--- config.mk ---
export PLATFORM = sky130hd
export DESIGN_NAME = nonlinear_widescreen_stretch_unit
export DESIGN_NICKNAME = d
export VERILOG_FILES = /design/src/rtl/nws_pkg.sv /design/src/rtl/nws_datapath.sv /design/src/rtl/nws_ctrl.sv /design/src/rtl/nonlinear_widescreen_stretch_unit.sv
export SDC_FILE = /design/constraint.sdc
export NUM_CORES = 2
export LEC_CHECK = 0
export BUFFER_PORTS_ARGS = -buffer_cell sky130_fd_sc_hd__buf_2
export CAP_MARGIN = 20
export CELL_PAD_IN_SITES_DETAIL_PLACEMENT = 0
export CELL_PAD_IN_SITES_GLOBAL_PLACEMENT = 1
export CORE_AREA = 2 2 338 340
export DETAILED_ROUTE_END_ITERATION = 16
export DIE_AREA = 0 0 340 342
export GPL_ROUTABILITY_DRIVEN = 0
export PLACE_DENSITY = 0.93
export RECOVER_POWER = 25
export SKIP_CTS_REPAIR_TIMING = 1
export SLEW_MARGIN = 0
export SYNTH_ARGS = -nofsm -noshare
export SYNTH_HDL_FRONTEND = slang
export SYNTH_HIERARCHICAL = 1
export SYNTH_SLANG_ARGS = --single-unit
--- constraint.sdc ---
create_clock -name clk -period 34.4 [get_ports clk]
set_input_delay 0 -clock clk [delete_from_list [all_inputs] [get_ports clk]]
set_output_delay 0 -clock clk [all_outputs]
set_load 0.1 [all_outputs]
--- src/rtl/nws_pkg.sv ---
// Package for the nonlinear widescreen stretch unit.
// Shared constants and the controller/datapath command and status structs.
// No dependencies.
`default_nettype none
package nws_pkg;

  localparam int DEF_MAX_SOURCE_WIDTH = 2048;
  localparam int DEF_FRACTION_BITS    = 16;
  localparam int MIN_WIDTH            = 16;
  localparam int RESET_WIDTH          = 1440;
  localparam int RESULT_CAP           = 3;
  localparam int COL_W                = 12;
  localparam int CH_W                 = 8;
  // floor(x/3) == (x*RECIP3) >> RECIP_SHIFT for x below 32768
  localparam int RECIP3               = 21846;
  localparam int RECIP_SHIFT          = 16;
  localparam int RECIP_W              = 15;

  typedef struct packed {
    logic load_in;   // latch the accepted source pixel
    logic capture;   // hold the evaluated result, advance output column
    logic push;      // move the held result into the output register
    logic last;      // pushed result is the last of this pixel
    logic finish;    // end of pixel: update previous pixel and columns
    logic mul1;      // square the warp offset
    logic mul2;      // scale and load the divider
    logic div_step;  // one quotient bit
    logic pos_load;  // write the new sample position
  } cmd_t;

  typedef struct packed {
    logic can_emit;
    logic hold_valid;
    logic out_free;
    logic div_last;
  } status_t;

endpackage
`default_nettype wire

--- src/rtl/nws_datapath.sv ---
// Datapath of the stretch unit: width derived terms, sample position
// calculation with a bit-serial divider, interpolation and output register.
// Depends on nws_pkg.
`default_nettype none
module nws_datapath #(
  parameter int MAX_SOURCE_WIDTH = nws_pkg::DEF_MAX_SOURCE_WIDTH,
  parameter int FRACTION_BITS    = nws_pkg::DEF_FRACTION_BITS
) (
  input  wire logic                   clk,
  input  wire logic                   rst_n,
  input  wire nws_pkg::cmd_t          cmd,
  output nws_pkg::status_t            st,
  input  wire logic                   cfg_fire,
  input  wire logic [11:0]            cfg_data,
  input  wire logic [7:0]             red_in,
  input  wire logic [7:0]             green_in,
  input  wire logic [7:0]             blue_in,
  input  wire logic                   row_end_in,
  input  wire logic                   frame_end_in,
  output logic                        out_valid,
  input  wire logic                   out_ready,
  output logic [7:0]                  red_out,
  output logic [7:0]                  green_out,
  output logic [7:0]                  blue_out,
  output logic [11:0]                 out_column,
  output logic                        row_end_out,
  output logic                        frame_end_out,
  output logic                        run_last
);
  import nws_pkg::*;

  localparam int FB  = FRACTION_BITS;
  localparam int WW  = $clog2(MAX_SOURCE_WIDTH + 1);
  localparam int LW  = $clog2(MAX_SOURCE_WIDTH * 4 / 3 + 1);
  localparam int QW  = LW + FB;
  localparam int NW  = 3 * LW + FB;
  localparam int PW  = LW + FB + 1;
  localparam int PSW = LW + FB + 2;
  localparam int AW  = LW + 1;
  localparam int XW  = (AW > COL_W + 1) ? AW : COL_W + 1;
  localparam int CW  = $clog2(QW + 1);
  localparam int MW  = WW + 2 + RECIP_W;
  localparam int BW  = CH_W + FB + 2;

  // configuration and derived terms
  logic [WW-1:0]   width_r;
  logic [LW-1:0]   len_r, lout_r, dist_r;
  logic [2*LW-1:0] lsq_r;
  logic [MW-1:0]   len_prod;
  logic [WW-1:0]   width_nxt;
  logic [12:0]     cfg_ext;

  assign cfg_ext = {1'b0, cfg_data};
  always_comb begin
    if (cfg_ext < 13'(MIN_WIDTH)) begin
      width_nxt = WW'(MIN_WIDTH);
    end else if (cfg_ext > 13'(MAX_SOURCE_WIDTH)) begin
      width_nxt = WW'(MAX_SOURCE_WIDTH);
    end else begin
      width_nxt = WW'(cfg_ext);
    end
  end

  always_ff @(posedge clk) begin
    if (!rst_n) begin
      width_r <= WW'(RESET_WIDTH);
    end else if (cfg_fire) begin
      width_r <= width_nxt;
    end
  end

  assign len_prod = MW'({width_r, 2'b00}) * MW'(RECIP3);

  // derived terms recompute continuously; len_r and lout_r follow width_r, then dist_r and lsq_r follow len_r
  always_ff @(posedge clk) begin
    len_r  <= len_prod[RECIP_SHIFT +: LW];
    lout_r <= {len_prod[RECIP_SHIFT+1 +: LW-1], 1'b0};
    dist_r <= (len_r - LW'(width_r)) >> 1;
    lsq_r  <= (2*LW)'(len_r) * (2*LW)'(len_r);
  end

  // pixel and column state
  logic [23:0]      cur_r, prev_r;
  logic             close_r, frame_r;
  logic [COL_W-1:0] scol_r;
  logic [LW-1:0]    ocol_r;
  logic [PW-1:0]    pos_r;

  // evaluate the current output column
  logic [AW-1:0] a0_raw, a0, a1;
  logic [FB-1:0] frac;
  logic [23:0]   pix0, pix1;
  logic [XW-1:0] s_x, a0_x, a1_x;
  logic [7:0]    blend_c [3];

  assign a0_raw = pos_r[PW-1:FB];
  assign s_x    = XW'(scol_r);
  always_comb begin
    if (a0_raw >= AW'(width_r) - AW'(1)) begin
      a0   = AW'(width_r) - AW'(1);
      frac = '0;
    end else begin
      a0   = a0_raw;
      frac = pos_r[FB-1:0];
    end
    a1 = a0 + AW'(frac != '0);
  end
  assign a0_x = XW'(a0);
  assign a1_x = XW'(a1);
  assign pix0 = (a0_x == s_x) ? cur_r : prev_r;
  assign pix1 = (a1_x == s_x) ? cur_r : prev_r;

  always_comb begin
    logic [BW-1:0] acc;
    for (int c = 0; c < 3; c++) begin
      acc = BW'(pix0[8*c +: 8]) * BW'((FB+1)'(1) << FB) - BW'(pix0[8*c +: 8]) * BW'(frac)
          + BW'(pix1[8*c +: 8]) * BW'(frac);
      blend_c[c] = acc[FB +: 8];
    end
  end

  assign st.can_emit = (ocol_r < lout_r) && (s_x < XW'(width_r)) && (a1_x <= s_x);

  // held result
  logic       hold_v_r;
  logic [7:0] hold_r [3];
  logic [11:0] hold_col_r;
  logic       hold_re_r;

  assign st.hold_valid = hold_v_r;
  assign st.out_free   = !out_valid || out_ready;

  // position calculation
  logic             neg_r;
  logic [LW-1:0]    esq_base;
  logic [2*LW-1:0]  esq_r;
  logic signed [PSW-1:0] base_r;
  logic [2*LW-1:0]  rem_r;
  logic [QW-1:0]    numlo_r, quo_r;
  logic [CW-1:0]    cnt_r;
  logic signed [LW+1:0] eoff;
  logic [NW-1:0]    num;
  logic [2*LW:0]    trial;
  logic signed [PSW-1:0] p_new;

  assign eoff     = $signed({1'b0, ocol_r, 1'b0}) - $signed({2'b00, len_r});
  assign esq_base = eoff[LW+1] ? LW'(-eoff) : LW'(eoff);
  assign num      = NW'(esq_r * (2*LW)'(dist_r)) << FB;
  assign trial    = {rem_r, numlo_r[QW-1]};
  assign st.div_last = (cnt_r == CW'(QW - 1));

  always_comb begin
    if (neg_r) begin
      p_new = base_r + $signed(PSW'(quo_r));
    end else begin
      p_new = base_r - $signed(PSW'(quo_r)) - $signed(PSW'(rem_r != '0));
    end
  end

  always_ff @(posedge clk) begin
    if (cmd.mul1) begin
      neg_r  <= eoff[LW+1];
      esq_r  <= (2*LW)'(esq_base) * (2*LW)'(esq_base);
      base_r <= ($signed(PSW'(ocol_r)) - $signed(PSW'(dist_r))) <<< FB;
    end
    if (cmd.mul2) begin
      rem_r   <= num[NW-1:QW];
      numlo_r <= num[QW-1:0];
      cnt_r   <= '0;
    end else if (cmd.div_step) begin
      if (trial >= (2*LW+1)'(lsq_r)) begin
        rem_r <= (2*LW)'(trial - (2*LW+1)'(lsq_r));
        quo_r <= {quo_r[QW-2:0], 1'b1};
      end else begin
        rem_r <= trial[2*LW-1:0];
        quo_r <= {quo_r[QW-2:0], 1'b0};
      end
      numlo_r <= {numlo_r[QW-2:0], 1'b0};
      cnt_r   <= cnt_r + CW'(1);
    end
    if (cmd.load_in) begin
      cur_r   <= {blue_in, green_in, red_in};
      close_r <= row_end_in || frame_end_in;
      frame_r <= frame_end_in;
    end
    if (cmd.capture) begin
      for (int c = 0; c < 3; c++) hold_r[c] <= blend_c[c];
      hold_col_r <= 12'(ocol_r);
      hold_re_r  <= (ocol_r == lout_r - LW'(1));
    end
    if (cmd.push) begin
      red_out       <= hold_r[0];
      green_out     <= hold_r[1];
      blue_out      <= hold_r[2];
      out_column    <= hold_col_r;
      row_end_out   <= hold_re_r || (cmd.last && close_r);
      frame_end_out <= cmd.last && (hold_re_r || close_r) && frame_r;
      run_last      <= cmd.last;
    end
  end

  // control state of the datapath
  always_ff @(posedge clk) begin
    if (!rst_n) begin
      prev_r    <= '0;
      scol_r    <= '0;
      ocol_r    <= '0;
      pos_r     <= '0;
      hold_v_r  <= 1'b0;
      out_valid <= 1'b0;
    end else begin
      if (cmd.push) begin
        out_valid <= 1'b1;
      end else if (out_ready) begin
        out_valid <= 1'b0;
      end
      if (cmd.capture) begin
        hold_v_r <= 1'b1;
      end else if (cmd.push) begin
        hold_v_r <= 1'b0;
      end
      if (cmd.capture) begin
        ocol_r <= ocol_r + LW'(1);
      end
      if (cmd.pos_load) begin
        pos_r <= p_new[PSW-1] ? '0 : p_new[PW-1:0];
      end
      if (cmd.finish) begin
        prev_r <= cur_r;
        if (close_r) begin
          scol_r <= '0;
          ocol_r <= '0;
          pos_r  <= '0;
        end else if (scol_r != {COL_W{1'b1}}) begin
          scol_r <= scol_r + COL_W'(1);
        end
      end
      if (cfg_fire) begin
        scol_r <= '0;
        ocol_r <= '0;
        pos_r  <= '0;
      end
    end
  end

endmodule
`default_nettype wire

--- src/rtl/nws_ctrl.sv ---
// Controller of the stretch unit: sequences evaluation, result hand-off,
// position calculation and end of pixel. Depends on nws_pkg.
`default_nettype none
module nws_ctrl (
  input  wire logic             clk,
  input  wire logic             rst_n,
  input  wire logic             in_valid,
  output logic                  in_ready,
  input  wire logic             cfg_fire,
  input  wire nws_pkg::status_t st,
  output nws_pkg::cmd_t         cmd
);
  import nws_pkg::*;

  localparam logic [2:0] S_IDLE = 3'd0;
  localparam logic [2:0] S_EVAL = 3'd1;
  localparam logic [2:0] S_MUL1 = 3'd2;
  localparam logic [2:0] S_MUL2 = 3'd3;
  localparam logic [2:0] S_DIV  = 3'd4;
  localparam logic [2:0] S_POS  = 3'd5;

  logic [2:0] state_r, state_nxt;
  logic [1:0] n_r, n_nxt;
  logic [1:0] wait_r, wait_nxt;
  logic       emit;

  assign in_ready = (state_r == S_IDLE) && (wait_r == 2'd0);
  assign emit     = st.can_emit && (n_r < 2'(RESULT_CAP));

  always_comb begin
    cmd       = '0;
    state_nxt = state_r;
    n_nxt     = n_r;
    wait_nxt  = (wait_r != 2'd0) ? wait_r - 2'd1 : wait_r;
    if (cfg_fire) wait_nxt = 2'd2;
    case (state_r)
      S_IDLE: begin
        if (in_valid && in_ready) begin
          cmd.load_in = 1'b1;
          n_nxt       = 2'd0;
          state_nxt   = S_EVAL;
        end
      end
      S_EVAL: begin
        if (!st.hold_valid || st.out_free) begin
          cmd.push = st.hold_valid;
          cmd.last = !emit;
          if (emit) begin
            cmd.capture = 1'b1;
            n_nxt       = n_r + 2'd1;
            state_nxt   = S_MUL1;
          end else begin
            cmd.finish = 1'b1;
            state_nxt  = S_IDLE;
          end
        end
      end
      S_MUL1: begin
        cmd.mul1  = 1'b1;
        state_nxt = S_MUL2;
      end
      S_MUL2: begin
        cmd.mul2  = 1'b1;
        state_nxt = S_DIV;
      end
      S_DIV: begin
        cmd.div_step = 1'b1;
        if (st.div_last) state_nxt = S_POS;
      end
      S_POS: begin
        cmd.pos_load = 1'b1;
        state_nxt    = S_EVAL;
      end
      default: state_nxt = S_IDLE;
    endcase
  end

  always_ff @(posedge clk) begin
    if (!rst_n) begin
      state_r <= S_IDLE;
      n_r     <= 2'd0;
      wait_r  <= 2'd2;
    end else begin
      state_r <= state_nxt;
      n_r     <= n_nxt;
      wait_r  <= wait_nxt;
    end
  end

endmodule
`default_nettype wire

--- src/rtl/nonlinear_widescreen_stretch_unit.sv ---
// Top level of the nonlinear widescreen stretch unit.
// Instantiates nws_ctrl and nws_datapath; depends on nws_pkg.
//
// Widens each RGB row from source_width pixels to floor(W*4/3) made even,
// with a quadratic warp that stretches the edges most. One source pixel is
// taken per transfer and yields 0 to 3 output pixels. Each result needs
// the bit-serial divider that computes the next sample position, one
// quotient bit a cycle. Results wait in an output register, so the next
// pixel can be taken while the last result is still pending. A width write
// restarts the row; inputs are held off after it while the width terms
// settle.
`default_nettype none
module nonlinear_widescreen_stretch_unit #(
  parameter int MAX_SOURCE_WIDTH = nws_pkg::DEF_MAX_SOURCE_WIDTH,
  parameter int FRACTION_BITS    = nws_pkg::DEF_FRACTION_BITS
) (
  input  wire logic        clk,
  input  wire logic        rst_n,
  input  wire logic        cfg_valid,
  output logic             cfg_ready,
  input  wire logic [11:0] cfg_data,
  input  wire logic        in_valid,
  output logic             in_ready,
  input  wire logic [7:0]  in_red_in,
  input  wire logic [7:0]  in_green_in,
  input  wire logic [7:0]  in_blue_in,
  input  wire logic        in_row_end_in,
  input  wire logic        in_frame_end_in,
  output logic             out_valid,
  input  wire logic        out_ready,
  output logic [7:0]       out_red_out,
  output logic [7:0]       out_green_out,
  output logic [7:0]       out_blue_out,
  output logic [11:0]      out_column,
  output logic             out_row_end_out,
  output logic             out_frame_end_out,
  output logic             out_run_last
);
  import nws_pkg::*;

  cmd_t    cmd;
  status_t st;
  logic    cfg_fire;

  assign cfg_ready = 1'b1;
  assign cfg_fire  = cfg_valid && cfg_ready;

  nws_ctrl u_ctrl (
    .clk      (clk),
    .rst_n    (rst_n),
    .in_valid (in_valid),
    .in_ready (in_ready),
    .cfg_fire (cfg_fire),
    .st       (st),
    .cmd      (cmd)
  );

  nws_datapath #(
    .MAX_SOURCE_WIDTH (MAX_SOURCE_WIDTH),
    .FRACTION_BITS    (FRACTION_BITS)
  ) u_dp (
    .clk           (clk),
    .rst_n         (rst_n),
    .cmd           (cmd),
    .st            (st),
    .cfg_fire      (cfg_fire),
    .cfg_data      (cfg_data),
    .red_in        (in_red_in),
    .green_in      (in_green_in),
    .blue_in       (in_blue_in),
    .row_end_in    (in_row_end_in),
    .frame_end_in  (in_frame_end_in),
    .out_valid     (out_valid),
    .out_ready     (out_ready),
    .red_out       (out_red_out),
    .green_out     (out_green_out),
    .blue_out      (out_blue_out),
    .out_column    (out_column),
    .row_end_out   (out_row_end_out),
    .frame_end_out (out_frame_end_out),
    .run_last      (out_run_last)
  );

endmodule
`default_nettype wire

# ---- Yosys cells after proc, flatten, opt, wreduce, memory -nomap -nowiden
# Memories as Yosys holds them, arrays and structs flattened. A register that Yosys moved wholly into a read port is not among the register bits.
# Index checks and enable logic that the tools add are counted.
dict set report word_totals {
  reg_bits 318
  ramBits 24
  inputBits 43
  word_cells 166
  memories 1
}
# memory depth width rd rd_ports_with_merged_regs write_ports line
set memory_table {}
lappend memory_table {u_dp.hold_r 3 8 3 3 3 nws_datapath.sv:126} ;# logic [7:0] hold_r [3];
dict set report classes {
  n_addsub 22
  mul 10
  magnitude_cmp 8
  eq_ne 14
  mux 48
  bitwise 2
  n_reduce_logical 31
}
# op count
set op_table {}
lappend op_table {{8-bit by 16-bit multiplier with 24-bit output} 6}
lappend op_table {{24-bit two-way mux} 5}
lappend op_table {{29-bit two-way mux} 4}
lappend op_table {{12-bit two-way mux} 8}
lappend op_table {{24-bit subtractor} 4}
lappend op_table {{24-bit adder} 3}
lappend op_table {{28-bit two-way mux} 2}
lappend op_table {{12-bit by 12-bit multiplier with 24-bit output} 2}
lappend op_table {{24-bit by 11-bit multiplier with 35-bit output} 1}
lappend op_table {{30-bit by 29-bit adder with 30-bit output} 1}
lappend op_table {{30-bit two-way mux} 1}
lappend op_table {{30-bit by 2-bit subtractor with 30-bit output} 1}
lappend op_table {{30-bit by 29-bit subtractor with 30-bit output} 1}
lappend op_table {{13-bit by 12-bit == test with 1-bit output} 2}
lappend op_table {{25-bit by 24-bit greater-or-equal comparator with 1-bit output} 1}
lappend op_table {{12-bit by 14-bit multiplier with 25-bit output (second input constant)} 1}
lappend op_table {{12-bit by 1-bit adder with 12-bit output (second input constant)} 2}
lappend op_table {{12-bit < comparator} 2}
lappend op_table {{24-bit nonzero test} 1}
lappend op_table {{3-bit case mux with 6 select lines} 1}
lappend op_table {{16-bit two-way mux} 1}
lappend op_table {{16-bit nonzero test} 1}
lappend op_table {{1-bit two-way mux} 15}
lappend op_table {{13-bit by 12-bit subtractor with 14-bit output} 1}
lappend op_table {{38 further kinds} 68}

# ---- Longest topological paths before layout
dict set report logic_depth {
  ltp_word 14
  ltp_mapped 61
}

# ---- Cells and area by module
# Netlist, hierarchy kept.
# module n_inst cells_per_inst area_each_um2 seq_area_each_um2
set by_module_without_submodules {}
lappend by_module_without_submodules {nws_datapath 1 6721 60907.2 8938.6}
lappend by_module_without_submodules {nws_ctrl 1 52 488.0 140.1}
lappend by_module_without_submodules {nonlinear_widescreen_stretch_unit 1 2 11.3 0.0}

# ---- Worst setup path after synthesis
# Ideal clock, no wire load.
dict set report synth_timing {
  kind {register -> register}
  from {register u_dp.width_r[1]}
  to {memory u_dp.hold_r[2][5] (netlist: u_dp/hold_r[0][21]), data pin}
  setup_time_ns 0.258
  arrival_ns 12.489
  required_time_ns 34.142
  slack_ns 21.653
  path_stages_with_launch 60
  n_path_buf 6
  period_less_slack_ns 12.747
  path_cell_list {dfxtp_1 > inv_1 > ha_1 > and4bb_2 > o21ai_1 > xnor2_1 > inv_1 > ha_1 > a21oi_1 > o21a_1 > o21ai_1 > buf_2 > nor2_1 > clkbuf_1 > buf_1 > nand2_1 > nand4_1 > or4_1 > (+24 left out) > inv_1 > fa_1 > inv_1 > ha_1 > a21o_1 > a21o_1 > a21o_1 > a21o_1 > a21o_1 > a21oi_1 > o221ai_1 > a21oi_1 > o21a_1 > nand2_1 > o21a_1 > o21a_1 > nor2_1 > xnor2_1}
}
# element line
set synth_rtl {}
lappend synth_rtl {{start: declaration} nws_datapath.sv:46} ;# logic [WW-1:0] width_r;
lappend synth_rtl {{start signal: assignment} nws_datapath.sv:66} ;# width_r <= WW'(RESET_WIDTH);
lappend synth_rtl {{start signal: assignment} nws_datapath.sv:68} ;# width_r <= width_nxt;
lappend synth_rtl {{end: declaration} nws_datapath.sv:126}

==> impl_metrics.toml <==
[setup_path]
cp_num_cells = 57
crit_path_end = "u_dp/hold_r[0][23]"
crit_path_max_incr_delay_ps = 820
reg2reg_from = "u_dp/width_r[1]"
cpLargestDelayFamily = "adder cells"
crit_path_top_delay_cell = "mux2i_1"
startpoint = "u_dp/width_r[1]"
worstPathArrival_ps = 14780
crit_fanout = 34
end_kind = "flop"
cp.required_ps = 34790
r2r_cells = 57
r2r-end = "u_dp/hold_r[0][23]"
critPathBufInv = 9
regToRegSetupSlack_ps = 20010
crit_type = "flop to flop"
worst_setup_path_start_kind = "flop"

[global_routing]
grt_start_max_net_pins = 68
track_usage_pct = 26.7
antenna_found_initial = 0
grt-ovfl-total = 0
grt_pass1_wl_um = 248000
grt_pass1_vias = 47754

[sta]
setup_viol = 0
period_needed_ps = 14390
tightest_slew_ps = 1220
clock.fmax_mhz = 69.5
maxSlewHeadroom_pct = 19.2
rsz0062_at_grt = "no"
setup-tns-final_ps = 0
min_period_over_period_pct = 41.8
final.setup_skew_ps = 22.3
hold_viol_final = 0
drv_slew = 0

[synthesis]
synth-seq-cells = 352
synthDominantCellAreaShare_pct = 33.7
synthArstFlopShare_pct = 0
postSynthCellCount = 6775
synth_cell_types = 95
yosysTopAreaCell = "fa_1"
yosys_warnings = 6
avgSynthCellArea_um2 = 9.06
yosys-top-cells-area = "fa_1, ha_1, edfxtp_1"
synth_edf_count = 203
dominantRegCellSynth = "edfxtp_1"
syn_area_um2 = 61400
yosysSeqAreaShare_pct = 14.8

[final_layout]
layout_common_cells = "inv_1, fa_1, nor2_1"
area_growth_pct = 7.11
seqCellArea_um2 = 9080
fillers = 9749
drive_above_1_share_pct = 4.91
fin_cells = 8366
fin_nets = 8572
final_common_cell = "inv_1"
multi_input_area_um2 = 45700

[routing]
wirelength_um = 151000
viasPerCell = 5.47
vias = 45752
drtAntennaViolNets = 1
wire_per_inst_um = 18.1
drc = 0
drt_iter0_markers = 3187
dr.pass1.iters = 8

[floorplanning]
die_w_um = 340
core_region_area_um2 = 113000
dieArea_um2 = 116000
initial_core_util_pct = 54.3
die_h_um = 342
rows = 124
io_pins = 85

[clock_network]
clkLatencyLatePin_ps = 660
cts_tree = "done"
cts_sinks = 352
ctsRootBufferMaster = "clkbuf_16"
h-tree-depth = 2
clkTransAtPathRegs_ps = 60
cts_buffers = 49
cts_buffer_depth = 3

[run]
maxCapViolCount = 0

[status]
status = "complete, but fails checks"
failed_checks = "antenna rules"

[place]
placed_cells = 8218
place_hpwl_um = 119000
io_buffers = 83

[min_path]
hold_path_class = "input pin to flop"
holdCritStartpoint = "in_red_in[7]"
worst min path at each step:
stage                       end  slack (ps)  cells after the start
6_report          u_dp/cur_r[7]          50                      2
5_1_grt           u_dp/cur_r[7]          40                      2
4_1_cts           u_dp/cur_r[6]        -510                      1
3_5_place_dp      u_dp/cur_r[3]         180                      1
3_3_place_gp     u_dp/cur_r[15]         180                      1
2_1_floorplan  u_ctrl/wait_r[0]          80                      1
routing by layer:
layer	part of all wire (%)	global-route usage, %
met5	0	0
met4	4.1	10.3
met3	6.1	3.28
met2	50	46.6
met1	40	34.0
sequential cells by signal, indices dropped and copies added (netlist names), 11 cells and up:
register / count
u_dp/quo_r: 28
u_dp/width_r: 12
u_dp/esq_r: 23
u_dp/base_r: 13
u_dp/dist_r: 11
u_dp/scol_r: 12
u_dp/rem_r: 24
u_dp/hold_col_r: 12
u_dp/lsq_r: 23
u_dp/pos_r: 29
u_dp/numlo_r: 12
u_dp/hold_r: 24
u_dp/out_column: 12
u_dp/cur_r: 24
u_dp/ocol_r: 12
u_dp/len_r: 11
u_dp/prev_r: 24
synthesized netlist by cell type (all sizes together) (76+ instances only):
master / n
inv: 1483
fa: 1033
nor2: 792
ha: 688
nand2: 570
clkbuf: 230
edfxtp: 203
xnor2: 189
a21oi: 186
dfxtp: 149
o21ai: 146
and2: 132
xor2: 85
a21o: 84
nor2b: 82
mux2i: 76
layout make-up:
cell class              instances  share of cell area, %
inverters                    1488                   8.49
diodes                          5                 0.0190
repair buffers                242                   2.56
clock buffers                  67                   2.18
clock inverters                25                  0.527
flip-flops and latches        352                   13.8
well taps                    1512                   2.88
multi-input cells            4675                   69.5
per-stage QoR:
stage / util (%) / hold slack [ps] / area [µm²] / setup WS, ps
6_report: 58.2 / 48.0 / 65800 / 20010
5_1_grt: 58.1 / 39.7 / 65800 / 19160
4_1_cts: 57.7 / -511 / 65300 / 20180
3_5_place_dp: 56.2 / 178 / 63500 / 20270
3_3_place_gp: 56.2 / 177 / 63500 / 20580
2_1_floorplan: - / 76.1 / 61400 / 21650
cell families after synthesis:
| family | synth area share [%] |
|---|---|
| muxes | 1.99 |
| other | 0.0183 |
| xor gates and xnor gates | 3.92 |
| buffers and inverters | 10.8 |
| DFF | 14.8 |
| adders and majority gates | 47.7 |
| and+or+nand+nor | 14.0 |
| AOI/OAI and AO/OA | 6.79 |
Power is not shown: default switching activity piles up to over one toggle a cycle in this logic, so the estimate is an artifact.
